<file path="src/design/evi_pkg.sv">
package evi_pkg;

  localparam int unsigned SAMPLE_W   = 10;
  localparam int unsigned FRAC_W     = 12;
  localparam int unsigned COEF_W     = 12;
  localparam int unsigned BND_W      = 14;
  localparam int unsigned LUT_W      = 13;
  localparam int unsigned VAL_W      = 16;
  localparam int unsigned TIDX_W     = 12;
  localparam int unsigned COL_W      = 10;
  localparam int unsigned CFG_IDX_W  = 3;
  localparam int unsigned CFG_DATA_W = 14;
  localparam int unsigned PROD_W     = COEF_W + SAMPLE_W;
  localparam int unsigned NUM_W      = 24;
  localparam int unsigned DIV_W      = 24;
  localparam int unsigned REM_W      = 43;
  localparam int unsigned DVS_W      = 24;
  localparam int unsigned QUO_W      = 19;
  localparam int unsigned Q2_BITS    = 12;
  localparam int unsigned SH_W       = 5;
  localparam int unsigned POST_STG   = 3;
  localparam int unsigned N_STG      = 2 + QUO_W + POST_STG + Q2_BITS;

  localparam logic signed [BND_W-1:0] BND_ONE  = BND_W'(4096);
  localparam logic signed [BND_W-1:0] BND_MONE = -BND_W'(4096);

  typedef enum logic [CFG_IDX_W-1:0] {
    CFG_GAIN,
    CFG_RED_COEF,
    CFG_BLUE_COEF,
    CFG_CANOPY,
    CFG_SOIL,
    CFG_RANGE_MIN,
    CFG_RANGE_MAX,
    CFG_LUT_SIZE
  } cfg_idx_e;

  typedef struct packed {
    logic [SAMPLE_W-1:0] nir_sample;
    logic [SAMPLE_W-1:0] red_sample;
    logic [SAMPLE_W-1:0] blue_sample;
  } pix_t;

  typedef struct packed {
    logic signed [VAL_W-1:0] index_value;
    logic                    zero_divisor;
    logic                    in_range;
    logic [TIDX_W-1:0]       table_index;
    logic [COL_W-1:0]        colour_level;
  } res_t;

  typedef struct packed {
    logic [COEF_W-1:0]       gain;
    logic [COEF_W-1:0]       red_coef;
    logic [COEF_W-1:0]       blue_coef;
    logic [COEF_W-1:0]       canopy_offset;
    logic                    soil_mode;
    logic signed [BND_W-1:0] range_min;
    logic signed [BND_W-1:0] range_max;
    logic [LUT_W-1:0]        lut_size;
  } cfg_t;

  typedef struct packed {
    logic signed [VAL_W-1:0] v;
    logic                    zero;
    logic                    neg;
    logic                    ovf;
    logic                    in_range;
    logic [COL_W-1:0]        colour;
    logic                    pos;
  } tag_t;

  typedef struct packed {
    logic [REM_W-1:0] rem;
    logic [DVS_W-1:0] dvs;
    logic [QUO_W-1:0] quo;
    tag_t             tag;
  } div_t;

  function automatic logic signed [BND_W-1:0] bound_clamp(logic signed [BND_W-1:0] b);
    logic signed [BND_W-1:0] r;
    r = b;
    if (b < BND_MONE) r = BND_MONE;
    if (b > BND_ONE) r = BND_ONE;
    return r;
  endfunction

  function automatic logic signed [BND_W-1:0] lo_bound(cfg_t c);
    logic signed [BND_W-1:0] lo;
    logic signed [BND_W-1:0] hi;
    lo = bound_clamp(c.range_min);
    hi = bound_clamp(c.range_max);
    return (lo == hi) ? BND_MONE : lo;
  endfunction

  function automatic logic signed [BND_W-1:0] hi_bound(cfg_t c);
    logic signed [BND_W-1:0] lo;
    logic signed [BND_W-1:0] hi;
    lo = bound_clamp(c.range_min);
    hi = bound_clamp(c.range_max);
    return (lo == hi) ? BND_ONE : hi;
  endfunction

  // Top table position, lut_size - 1 after clamping the size to 1..4096
  function automatic logic [TIDX_W-1:0] lut_w(logic [LUT_W-1:0] ls);
    logic [TIDX_W-1:0] w;
    if (ls == '0) begin
      w = '0;
    end else if (ls > LUT_W'(1 << TIDX_W)) begin
      w = '1;
    end else begin
      w = TIDX_W'(ls - LUT_W'(1));
    end
    return w;
  endfunction

endpackage

</file>
<file path="src/design/evi_post.sv">
module evi_post (
  input  logic          clk_i,
  input  logic          en_i,
  input  evi_pkg::cfg_t cfg_i,
  input  evi_pkg::div_t d_i,
  output evi_pkg::div_t d_o
);

  localparam logic [evi_pkg::QUO_W-1:0] QCLAMP = evi_pkg::QUO_W'(1 << (evi_pkg::QUO_W - 1));

  logic [evi_pkg::QUO_W-1:0]         q1, qc;
  logic signed [evi_pkg::QUO_W:0]    qs;
  logic signed [evi_pkg::QUO_W+1:0]  sum;
  logic signed [evi_pkg::VAL_W-1:0]  v1_d, v1_q, v2_q;
  logic                              zero1_q, zero2_q, inr2_q;
  logic [evi_pkg::COL_W-1:0]         col2_q;

  logic signed [evi_pkg::BND_W-1:0]  lo, hi;
  logic signed [evi_pkg::BND_W:0]    delta;
  logic [evi_pkg::BND_W-1:0]         dmag;
  logic [evi_pkg::TIDX_W-1:0]        w;
  logic [evi_pkg::VAL_W:0]           mag;
  logic [27:0]                       colx;
  logic signed [17:0]                s;
  logic signed [30:0]                n_d, n2_q;
  logic [30:0]                       nmag;
  logic [evi_pkg::REM_W-1:0]         rem0;
  logic [evi_pkg::DVS_W-1:0]         dvs0;
  evi_pkg::div_t                     d_d, d_q;

  // signed quotient, soil offset, saturation
  always_comb begin
    q1  = d_i.tag.ovf ? '1 : d_i.quo;
    qc  = (q1 > QCLAMP) ? QCLAMP : q1;
    qs  = d_i.tag.neg ? -$signed({1'b0, qc}) : $signed({1'b0, qc});
    sum = (evi_pkg::QUO_W+2)'(qs)
        + (cfg_i.soil_mode ? $signed((evi_pkg::QUO_W+2)'({cfg_i.canopy_offset, 4'b0}))
                           : $signed((evi_pkg::QUO_W+2)'(0)));
    if (sum > $signed((evi_pkg::QUO_W+2)'(32767))) begin
      v1_d = 16'sh7fff;
    end else if (sum < -$signed((evi_pkg::QUO_W+2)'(32768))) begin
      v1_d = 16'sh8000;
    end else begin
      v1_d = evi_pkg::VAL_W'(sum);
    end
  end

  always_ff @(posedge clk_i) begin
    if (en_i) begin
      v1_q    <= v1_d;
      zero1_q <= d_i.tag.zero;
    end
  end

  // range flag, colour level and table numerator
  always_comb begin
    lo    = evi_pkg::lo_bound(cfg_i);
    hi    = evi_pkg::hi_bound(cfg_i);
    delta = (evi_pkg::BND_W+1)'(hi) - (evi_pkg::BND_W+1)'(lo);
    w     = evi_pkg::lut_w(cfg_i.lut_size);
    mag   = v1_q[evi_pkg::VAL_W-1] ? (evi_pkg::VAL_W+1)'(-(evi_pkg::VAL_W+1)'(v1_q))
                                   : (evi_pkg::VAL_W+1)'(v1_q);
    colx  = ({11'b0, mag} << 10) - {11'b0, mag} + 28'd2048;
    s     = (18'(v1_q) <<< 1) + 18'(delta);
    n_d   = $signed({1'b0, w}) * s;
  end

  always_ff @(posedge clk_i) begin
    if (en_i) begin
      v2_q    <= v1_q;
      zero2_q <= zero1_q;
      inr2_q  <= (v1_q >= 16'(lo)) && (v1_q <= 16'(hi));
      col2_q  <= colx[evi_pkg::FRAC_W +: evi_pkg::COL_W];
      n2_q    <= n_d;
    end
  end

  // operands of the table division, magnitudes with rounding offset
  always_comb begin
    dmag = delta[evi_pkg::BND_W] ? evi_pkg::BND_W'(-delta) : evi_pkg::BND_W'(delta);
    nmag = n2_q[30] ? 31'(-n2_q) : 31'(n2_q);
    rem0 = evi_pkg::REM_W'(nmag) + evi_pkg::REM_W'(dmag);
    dvs0 = evi_pkg::DVS_W'(dmag) << 1;
    d_d              = '0;
    d_d.rem          = rem0;
    d_d.dvs          = dvs0;
    d_d.tag.v        = v2_q;
    d_d.tag.zero     = zero2_q;
    d_d.tag.in_range = inr2_q;
    d_d.tag.colour   = col2_q;
    d_d.tag.pos      = (n2_q[30] == delta[evi_pkg::BND_W]);
    d_d.tag.ovf      = rem0 >= (evi_pkg::REM_W'(dvs0) << evi_pkg::Q2_BITS);
  end

  always_ff @(posedge clk_i) begin
    if (en_i) begin
      d_q <= d_d;
    end
  end

  assign d_o = d_q;

endmodule
</file>
<file path="config.mk">
export PLATFORM = sky130hd
export DESIGN_NAME = evi_post
export DESIGN_NICKNAME = d
export VERILOG_FILES = /design/src/design/evi_pkg.sv /design/src/design/evi_post.sv
export SDC_FILE = /design/constraint.sdc
export NUM_CORES = 1
export LEC_CHECK = 0
export ABC_AREA = 1
export BUFFER_PORTS_ARGS = -buffer_cell sky130_fd_sc_hd__buf_4
export CORE_ASPECT_RATIO = 0.9
export CORE_MARGIN = 1
export CORE_UTILIZATION = 45
export CTS_CLUSTER_SIZE = 16
export DETAILED_ROUTE_END_ITERATION = 10
export PLACE_DENSITY = 0.72
export SETUP_SLACK_MARGIN = 0.3
export SLEW_MARGIN = 20
export SYNTH_ARGS = -nofsm -noshare
export SYNTH_HDL_FRONTEND = slang
export SYNTH_SLANG_ARGS = --single-unit
</file>
<file path="constraint.sdc">
create_clock -name clk_i -period 30.1 [get_ports clk_i]
set_clock_uncertainty 0.15 [all_clocks]
set_input_delay 6.02 -clock clk_i [delete_from_list [all_inputs] [get_ports clk_i]]
set_output_delay 6.02 -clock clk_i [all_outputs]
set_load 0.005 [all_outputs]
</file>
# Word-level counts from Yosys, hierarchy flattened
# Cells that the tools add are included.
totals:
  reg_bits: 163
  wordCells: 58
op_classes:
  add_sub_neg: 11
  n_mul: 1
  order_cmp: 11
  eq_ne: 2
  mux: 16
  n_reduce_logical: 2
op_table:
  columns: ["cell", "count"]
  rows:
  - ["$mux 14", 7]
  - ["$mux 19", 2]
  - ["$add 31x14->32", 1]
  - ["$ge 32x27->1", 1]
  - ["$mux 16", 2]
  - ["$mul 13x18->31", 1]
  - ["$mux 31", 1]
  - ["$neg 31->31", 1]
  - ["$gt 14x14->1 const B", 2]
  - ["$lt 14x13->1 const B", 2]
  - ["$mux 12", 2]
  - ["$add 22x12->22 const B", 1]
  - ["$sub 22x17->22", 1]
  - ["$add 20x17->21", 1]
  - ["$gt 21x16->1 const B", 1]
  - ["$lt 21x16->1 const B", 1]
  - ["$mux 20", 1]
  - ["$neg 19->20", 1]
  - ["$gt 19x19->1 const B", 1]
  - ["$add 17x15->18", 1]
  - ["$mux 17", 1]
  - ["$neg 16->17", 1]
  - ["$ge 16x14->1", 1]
  - ["$le 16x14->1", 1]
  - ["8 further kinds", 8]

# Longest topological paths before layout
# Gate-level depths: netlist of run 1.
logic_depth:
  ltp_word: 10
  mapped_depth: 52
  mapped_depth_nobuf: 50

# Worst setup path before layout of run 1
# No wires, ideal clock.
synth_path:
  kind: "input to register"
  start: "input port cfg_i[16] in the netlist's numbering"
  end: "register n2_q[28] (data pin)"
  setup_time_ns: 0.262
  t_arrival_ns: 15.123
  required_time_ns: 29.688
  setup_slack_ns: 14.565
  cell_stages: 44
  n_path_buf: 1
  cell_sequence: "nor4_1 > nand3_1 > nand3_1 > buf_2 > nand3_1 > nand2_1 > o21ai_0 > nor4_1 > nand4_1 > and2_1 > ha_1 > fa_1 > o21ai_1 > a21oi_1 > o21ai_1 > xor2_1 > inv_1 > ha_1 > (+8 left out) > inv_1 > fa_1 > inv_1 > fa_1 > fa_1 > inv_1 > fa_1 > inv_1 > ha_1 > nand2_1 > o21ai_0 > o21bai_1 > a21boi_0 > o21ai_0 > a21oi_1 > o21bai_1 > a21oi_1 > xor2_1"
synth_via:
  elab_chain_cells: 8
  elab_cells_between_ends: 10
  classes_between: "add/sub: 2; mul: 1; order compare: 2; eq/ne: 1; mux: 4"
synth_rtl:
  columns: ["element", "line_no", "source"]
  rows:
  - ["from (decl)", "evi_post.sv:4", "input evi_pkg::cfg_t cfg_i,"]
  - ["$lt 14x13->1", "evi_pkg.sv:83", "if (b < BND_MONE) r = BND_MONE;"]
  - ["$mux 14", "evi_pkg.sv:83", null]
  - ["$mux 14 *", "evi_pkg.sv:84", "if (b > BND_ONE) r = BND_ONE;"]
  - ["$eq 14x14->1", "evi_pkg.sv:93, evi_pkg.sv:101", null]
  - ["$mux 14, on equally long branches", "evi_pkg.sv:101, evi_pkg.sv:93", null]
  - ["$sub 14x14->15 *", "evi_post.sv:59", "delta = (evi_pkg::BND_W+1)'(hi) - (evi_pkg::BND_W+1)'(lo);"]
  - ["$add 17x15->18 *", "evi_post.sv:64", "s = (18'(v1_q) <<< 1) + 18'(delta);"]
  - ["$mul 13x18->31 *", "evi_post.sv:65", "n_d = $signed({1'b0, w}) * s;"]
  - ["via n_d[28]", "evi_post.sv:25", "logic signed [30:0] n_d, n2_q;"]
  - ["to (signal assigned)", "evi_post.sv:74", "n2_q <= n_d;"]
  - ["to (decl)", "evi_post.sv:25", null]
# The timed path passes the listed nets; every way through them passes the cells marked *.
# A chain may end at the register's enable or synchronous reset.

# Final worst setup path of run 1
layout_path:
  start: "input port cfg_i[27] in the netlist's numbering"
  end: "register n2_q[28] (data pin)"
# The elaborated chain is that of the path after synthesis.

==> results of run 1 <==
worst max-delay path by stage:
stage | endpoint | slack [ns] | start | cells after the start
after CTS | n2_q[28] | 12.02 | cfg_i[29] | 44
after floorplan | n2_q[28] | 14.57 | cfg_i[16] | 44
after detailed placement | n2_q[28] | 11.57 | cfg_i[29] | 44
after global routing | n2_q[28] | 10.84 | cfg_i[29] | 44
after global placement | n2_q[28] | 11.72 | cfg_i[27] | 44
final | n2_q[28] | 11.75 | cfg_i[27] | 44
cells in the mapped netlist (all sizes together), types with 22 or more instances:
master / n / share of area, %
inv: 542 / 9.8
nand2: 514 / 9.4
nor2: 262 / 4.8
ha: 201 / 12
fa: 198 / 19
edfxtp: 152 / 22
a21oi: 120 / 2.9
xor2: 120 / 5.1
nand3: 103 / 2.5
o21ai: 89 / 2.3
xnor2: 51 / 2.2
buf: 48 / 1.7
nor3: 31 / 0.77
clkbuf: 25 / 0.45
nand4: 22 / 0.66
placed cells by master, fill, tap and decap left out, types with 7 or more instances in the layout:
cell       instances
nor3_1            30
a31oi_1            8
nor2_2             7
a211oi_1           7
nand4_1           22
inv_1            539
o21ai_1            7
ha_1             201
clkinv_1           7
o21ai_0           77
a21o_1             8
a21oi_1          119
fa_1             198
clkbuf_16         17
or2_2             10
xor2_1           120
nor2_1           255
conb_1            43
nand3_1          102
xnor2_1           51
buf_4            160
nor4_1            10
o21bai_1           8
edfxtp_1         152
nand2_1          507
state kept, by name (all words and copies together) (netlist names):
name,cells
d_o,76
n2_q,31
v1_q,16
v2_q,16
col2_q,10
inr2_q,1
zero1_q,1
zero2_q,1
logic make-up (layout without fill, tap and decap cells):
| kind of cell | Yosys count | in the layout | synth area share (%) |
|---|---|---|---|
| xor gates and xnor gates | 171 | 171 | 7.231 |
| buffers and inverters | 621 | 740 | 12.13 |
| AOI/OAI and AO/OA | 278 | 278 | 7.817 |
| and+or+nand+nor | 971 | 971 | 19.46 |
| DFF | 152 | 152 | 22.04 |
| adders and majority gates | 399 | 399 | 31.28 |
| other | 2 | 43 | 0.03626 |
final cells by class:
cell class	instances	area [um^2]
fillers	4353	22410
multi-input cells	1862	13790
flip-flops and latches	152	4564
inverters	548	2057
repair buffers	161	1212
well taps	608	760.7
clock buffers	18	429.2
clock inverters	13	143.9
layer usage:
metal  global-route usage, %  wire [um]
met5                       0          0
met4                   7.502       1440
met3                   2.993       3044
met2                   38.97      24080
met1                   30.45      23280
critical path: cells and delay by family:
family	cells	cell delay, ns
compound gates	12	3.29
xor+xnor	3	1.21
simple gates	11	3.18
fa+ha+maj	9	3.63
buf+inv	9	1.13
stage by stage:
| stage | hold WS, ns | instance area, um^2 | utilization (%) |
|---|---|---|---|
| 2_1_floorplan | 0.2503 | 20870 | - |
| 3_3_place_gp | 0.2545 | 22380 | 49.34 |
| 3_5_place_dp | 0.2545 | 22380 | 49.34 |
| 4_1_cts | 0.2635 | 22960 | 50.60 |
| 5_1_grt | 0.2775 | 22960 | 50.60 |
| 6_report | 0.2615 | 22960 | 50.60 |
==> results.sh, run 1 <==
export IMPL_r2r_setup_slack_ns=21.09
export IMPL_n_antenna_cell=0
export IMPL_rows=74
export IMPL_synthFlopType="edfxtp_1"
export IMPL_cts_hold_buffers=0
export IMPL_dieWidth_um=228.1
export IMPL_path_class="in -> reg"
export IMPL_fmax_mhz=54.50
export IMPL_path_common_cell="inv_1"
export IMPL_clock_latency_ns=0.45
export IMPL_synth_cell_type_count=56
export IMPL_hold_viol=0
export IMPL_hpwl_um=43620
export IMPL_worstPathMaxFanout=27
export IMPL_cts_htree_levels=4
export IMPL_cp_required_ns=30.22
export IMPL_worst_slew_pin_slew_ns=1.036
export IMPL_design_core_area_um2=45370
export IMPL_rsz0062_at_grt="no"
export IMPL_synth_edff_count=152
export IMPL_fp_dieH_um=205.5
export IMPL_drive_gt1_share_pct=8.315
export IMPL_synth_seq_area_share_pct=22.04
export IMPL_cts_max_path_buffers=2
export IMPL_vias_per_cell=5.114
export IMPL_max_slew_margin_pct=30.20
export IMPL_r2r_start="v1_q[1]"
export IMPL_synth_area_per_cell_um2=7.984
export IMPL_stdcell_count=3362
export IMPL_start_util_pct=45.65
export IMPL_synthArstFlopShare_pct=0
export IMPL_finalWirelength_um=51850
export IMPL_antenna_found_initial=0
export IMPL_grt_max_degree=80
export IMPL_holdPathStages=0
export IMPL_antenna_left=0
export IMPL_fin_tns_setup_ns=0
export IMPL_status="finished, final reports clean"
export IMPL_finalWorstSetupSlack_ns=11.75
export IMPL_fin_crit_ns=18.35
export IMPL_grt_pass1_wl_um=86350
export IMPL_via_count=17192
export IMPL_placedCellCount=3331
export IMPL_dieArea_um2=46890
export IMPL_yosysWarnings=0
export IMPL_drtPass1Iterations=5
export IMPL_synth_area_um2=20710
export IMPL_clkSinkCount=152
export IMPL_r2r_end="n2_q[28]"
export IMPL_cts_clk_slew_worst_paths_ns=0.07
export IMPL_drv_slew=0
export IMPL_post_route_period_util_pct=60.96
export IMPL_root_buffer="clkbuf_16"
export IMPL_grt_pass1_vias=17498
export IMPL_cts_tree="built"
export IMPL_yosys_register_bits=152
export IMPL_cp_start_kind="input pin"
export IMPL_hold_end="d_o[20]"
export IMPL_post_cts_buffers=0
export IMPL_hold_start="v2_q[5]"
export IMPL_place_congestion=0.9365
export IMPL_wl_per_cell_um=15.42
export IMPL_arrival_ns=18.47
export IMPL_crit_path_end_kind="register"
export IMPL_ctsResizeCount=0
export IMPL_pre_cts_ws_ns=11.57
export IMPL_setup_violations=0
export IMPL_slowest_stage="nand4_1"
export IMPL_synthCells=2594
export IMPL_grtUsageTotal_pct=22.98
export IMPL_hold_path_class="reg -> reg"
export IMPL_drt_iter0_drc=1269
export IMPL_ios=326
export IMPL_cts_buffers=17
export IMPL_area_delta_synth_final_pct=10.84
export IMPL_nets=3350
export IMPL_portBuffers=153
export IMPL_drc=0
export IMPL_gr_total_overflow=0
export IMPL_rr_worst_depth=29
export IMPL_maxCapViolCount=0
export IMPL_max_stage_delay_ns=0.85
Power of run 1 is left out: the tool's default activity adds up to more than one toggle a clock period on the data nets, which glitch-free logic cannot reach.
==> inputs of run 2 (changes only) <==
- clock period: 30.1 -> 17.9 ns (I/O delays scaled with it)
==> run 2 against run 1 <==
Sequential share of layout area down 0.065 points. Global-route usage about the same. Register-to-register slack got worse by 12 ns. First-iteration DRC count decreased by 11%. Via count shrank 0.13%. Critical path depth stayed put. Flip-flop and latch count stayed put. Worst setup slack got worse by 8.8 ns. Cell area increased by 0.33%. Utilization grew 0.17 points. Highest routed layer unchanged. Die area unchanged.
==> results.sh, run 2 (synthesis gave the netlist of run 1 again) <==
export IMPL_cts_buffers=17
export IMPL_fmax_mhz=67.10
export IMPL_status="finished, final reports clean"
export IMPL_critPathBufInv=8
export IMPL_cts_clk_slew_worst_paths_ns=0.07
export IMPL_cts_max_path_buffers=2
export IMPL_r2r_start="v1_q[0]"
export IMPL_root_buffer="clkbuf_16"
export IMPL_antenna_left=0
export IMPL_cp_start_kind="input pin"
export IMPL_drv_slew=0
export IMPL_clkSinkCount=152
export IMPL_max_slew_margin_pct=26.17
export IMPL_dieArea_um2=46890
export IMPL_mostFrequentLayoutCells="539 x inv_1, 507 x nand2_1, 255 x nor2_1"
export IMPL_crit_start="cfg_i[16]"
export IMPL_drtPass1Iterations=5
export IMPL_fin_tns_setup_ns=0
export IMPL_largest_reg_flops=76
export IMPL_portBuffers=153
export IMPL_start_util_pct=45.65
export IMPL_setup_violations=0
export IMPL_grt_pass1_vias=17362
export IMPL_via_count=17170
export IMPL_placed_area_um2=22400
export IMPL_cts_tree="built"
export IMPL_hold_viol=0
export IMPL_placedCellCount=3333
export IMPL_hold_start="v2_q[11]"
export IMPL_worst_slew_pin_slew_ns=1.100
export IMPL_hold_path_class="reg -> reg"
export IMPL_drt_iter0_drc=1134
export IMPL_vias_per_cell=5.103
export IMPL_dieWidth_um=228.1
export IMPL_wl_per_cell_um=15.39
export IMPL_path_class="in -> reg"
export IMPL_path_common_cell="inv_1"
export IMPL_post_cts_buffers=0
export IMPL_antenna_found_initial=0
export IMPL_cp_required_ns=18.03
export IMPL_grt_max_degree=81
export IMPL_ctsResizeCount=0
export IMPL_worstPathMaxFanout=12
export IMPL_stdcell_count=3365
export IMPL_place_congestion=0.9296
export IMPL_drc=0
export IMPL_ios=326
export IMPL_n_antenna_cell=0
export IMPL_crit_path_end_kind="register"
export IMPL_grt_pass1_wl_um=86740
export IMPL_area_delta_synth_final_pct=11.20
export IMPL_fp_dieH_um=205.5
export IMPL_mostFrequentLayoutCell="inv_1"
export IMPL_arrival_ns=15.03
export IMPL_clock_latency_ns=0.45
export IMPL_maxCapViolCount=0
export IMPL_cts_htree_levels=4
export IMPL_critPathTopFamily="adder cells"
export IMPL_fin_area_um2=23030
export IMPL_finalWirelength_um=51780
export IMPL_rsz0062_at_grt="no"
export IMPL_slowest_stage="xor2_1"
export IMPL_hpwl_um=43500
export IMPL_fin_crit_ns=14.90
export IMPL_rows=74
export IMPL_drive_gt1_share_pct=8.487
export IMPL_cts_hold_buffers=0
export IMPL_post_route_period_util_pct=83.26
export IMPL_design_core_area_um2=45370
export IMPL_gr_total_overflow=0
export IMPL_max_stage_delay_ns=0.75
export IMPL_nets=3352
export IMPL_grtUsageTotal_pct=23.02
[run 2: changes by cell type in the layout (fill, tap and decap cells not counted)]
cell	delta
bufinv_16	+1
buf_4	+2
inv_8	+4
clkinv_8	+1
clkbuf_1	-1
clkinvlp_4	-2
inv_6	-1
clkinv_1	-1
[run 2: layout make-up]
| class | instances | area (um^2) |
|---|---|---|
| multi-input cells | 1862 | 13790 |
| well taps | 608 | 760.7 |
| clock inverters | 15 | 207.7 |
| clock buffers | 17 | 425.4 |
| flip-flops and latches | 152 | 4564 |
| inverters | 548 | 2057 |
| repair buffers | 163 | 1227 |
| fillers | 4335 | 22340 |
[run 2: final timing paths]
check	endpoint	slack (ns)	cells past startpoint
max reg2reg	n2_q[28]	9.06	30
min	d_o[26]	0.27	0
min reg2reg	d_o[26]	0.27	0
max	n2_q[28]	3.00	44
[run 2: per-stage QoR]
stage	worst slack, ns	hold WS (ns)	utilization, %
2_1_floorplan	4.805	0.2503	-
4_1_cts	3.265	0.2707	50.76
6_report	2.996	0.2695	50.76
3_3_place_gp	2.912	0.2540	49.37
3_5_place_dp	2.812	0.2554	49.37
5_1_grt	1.954	0.2748	50.76
[run 2: layer usage]
layer	track usage (%)	wire, um	up-vias
li1	-	-	8376
met1	30.93	23520	8263
met2	39.49	24370	470
met3	2.231	2902	61
met4	6.687	983	0
met5	0	0	-
Power of run 2 is left out for the same reason.
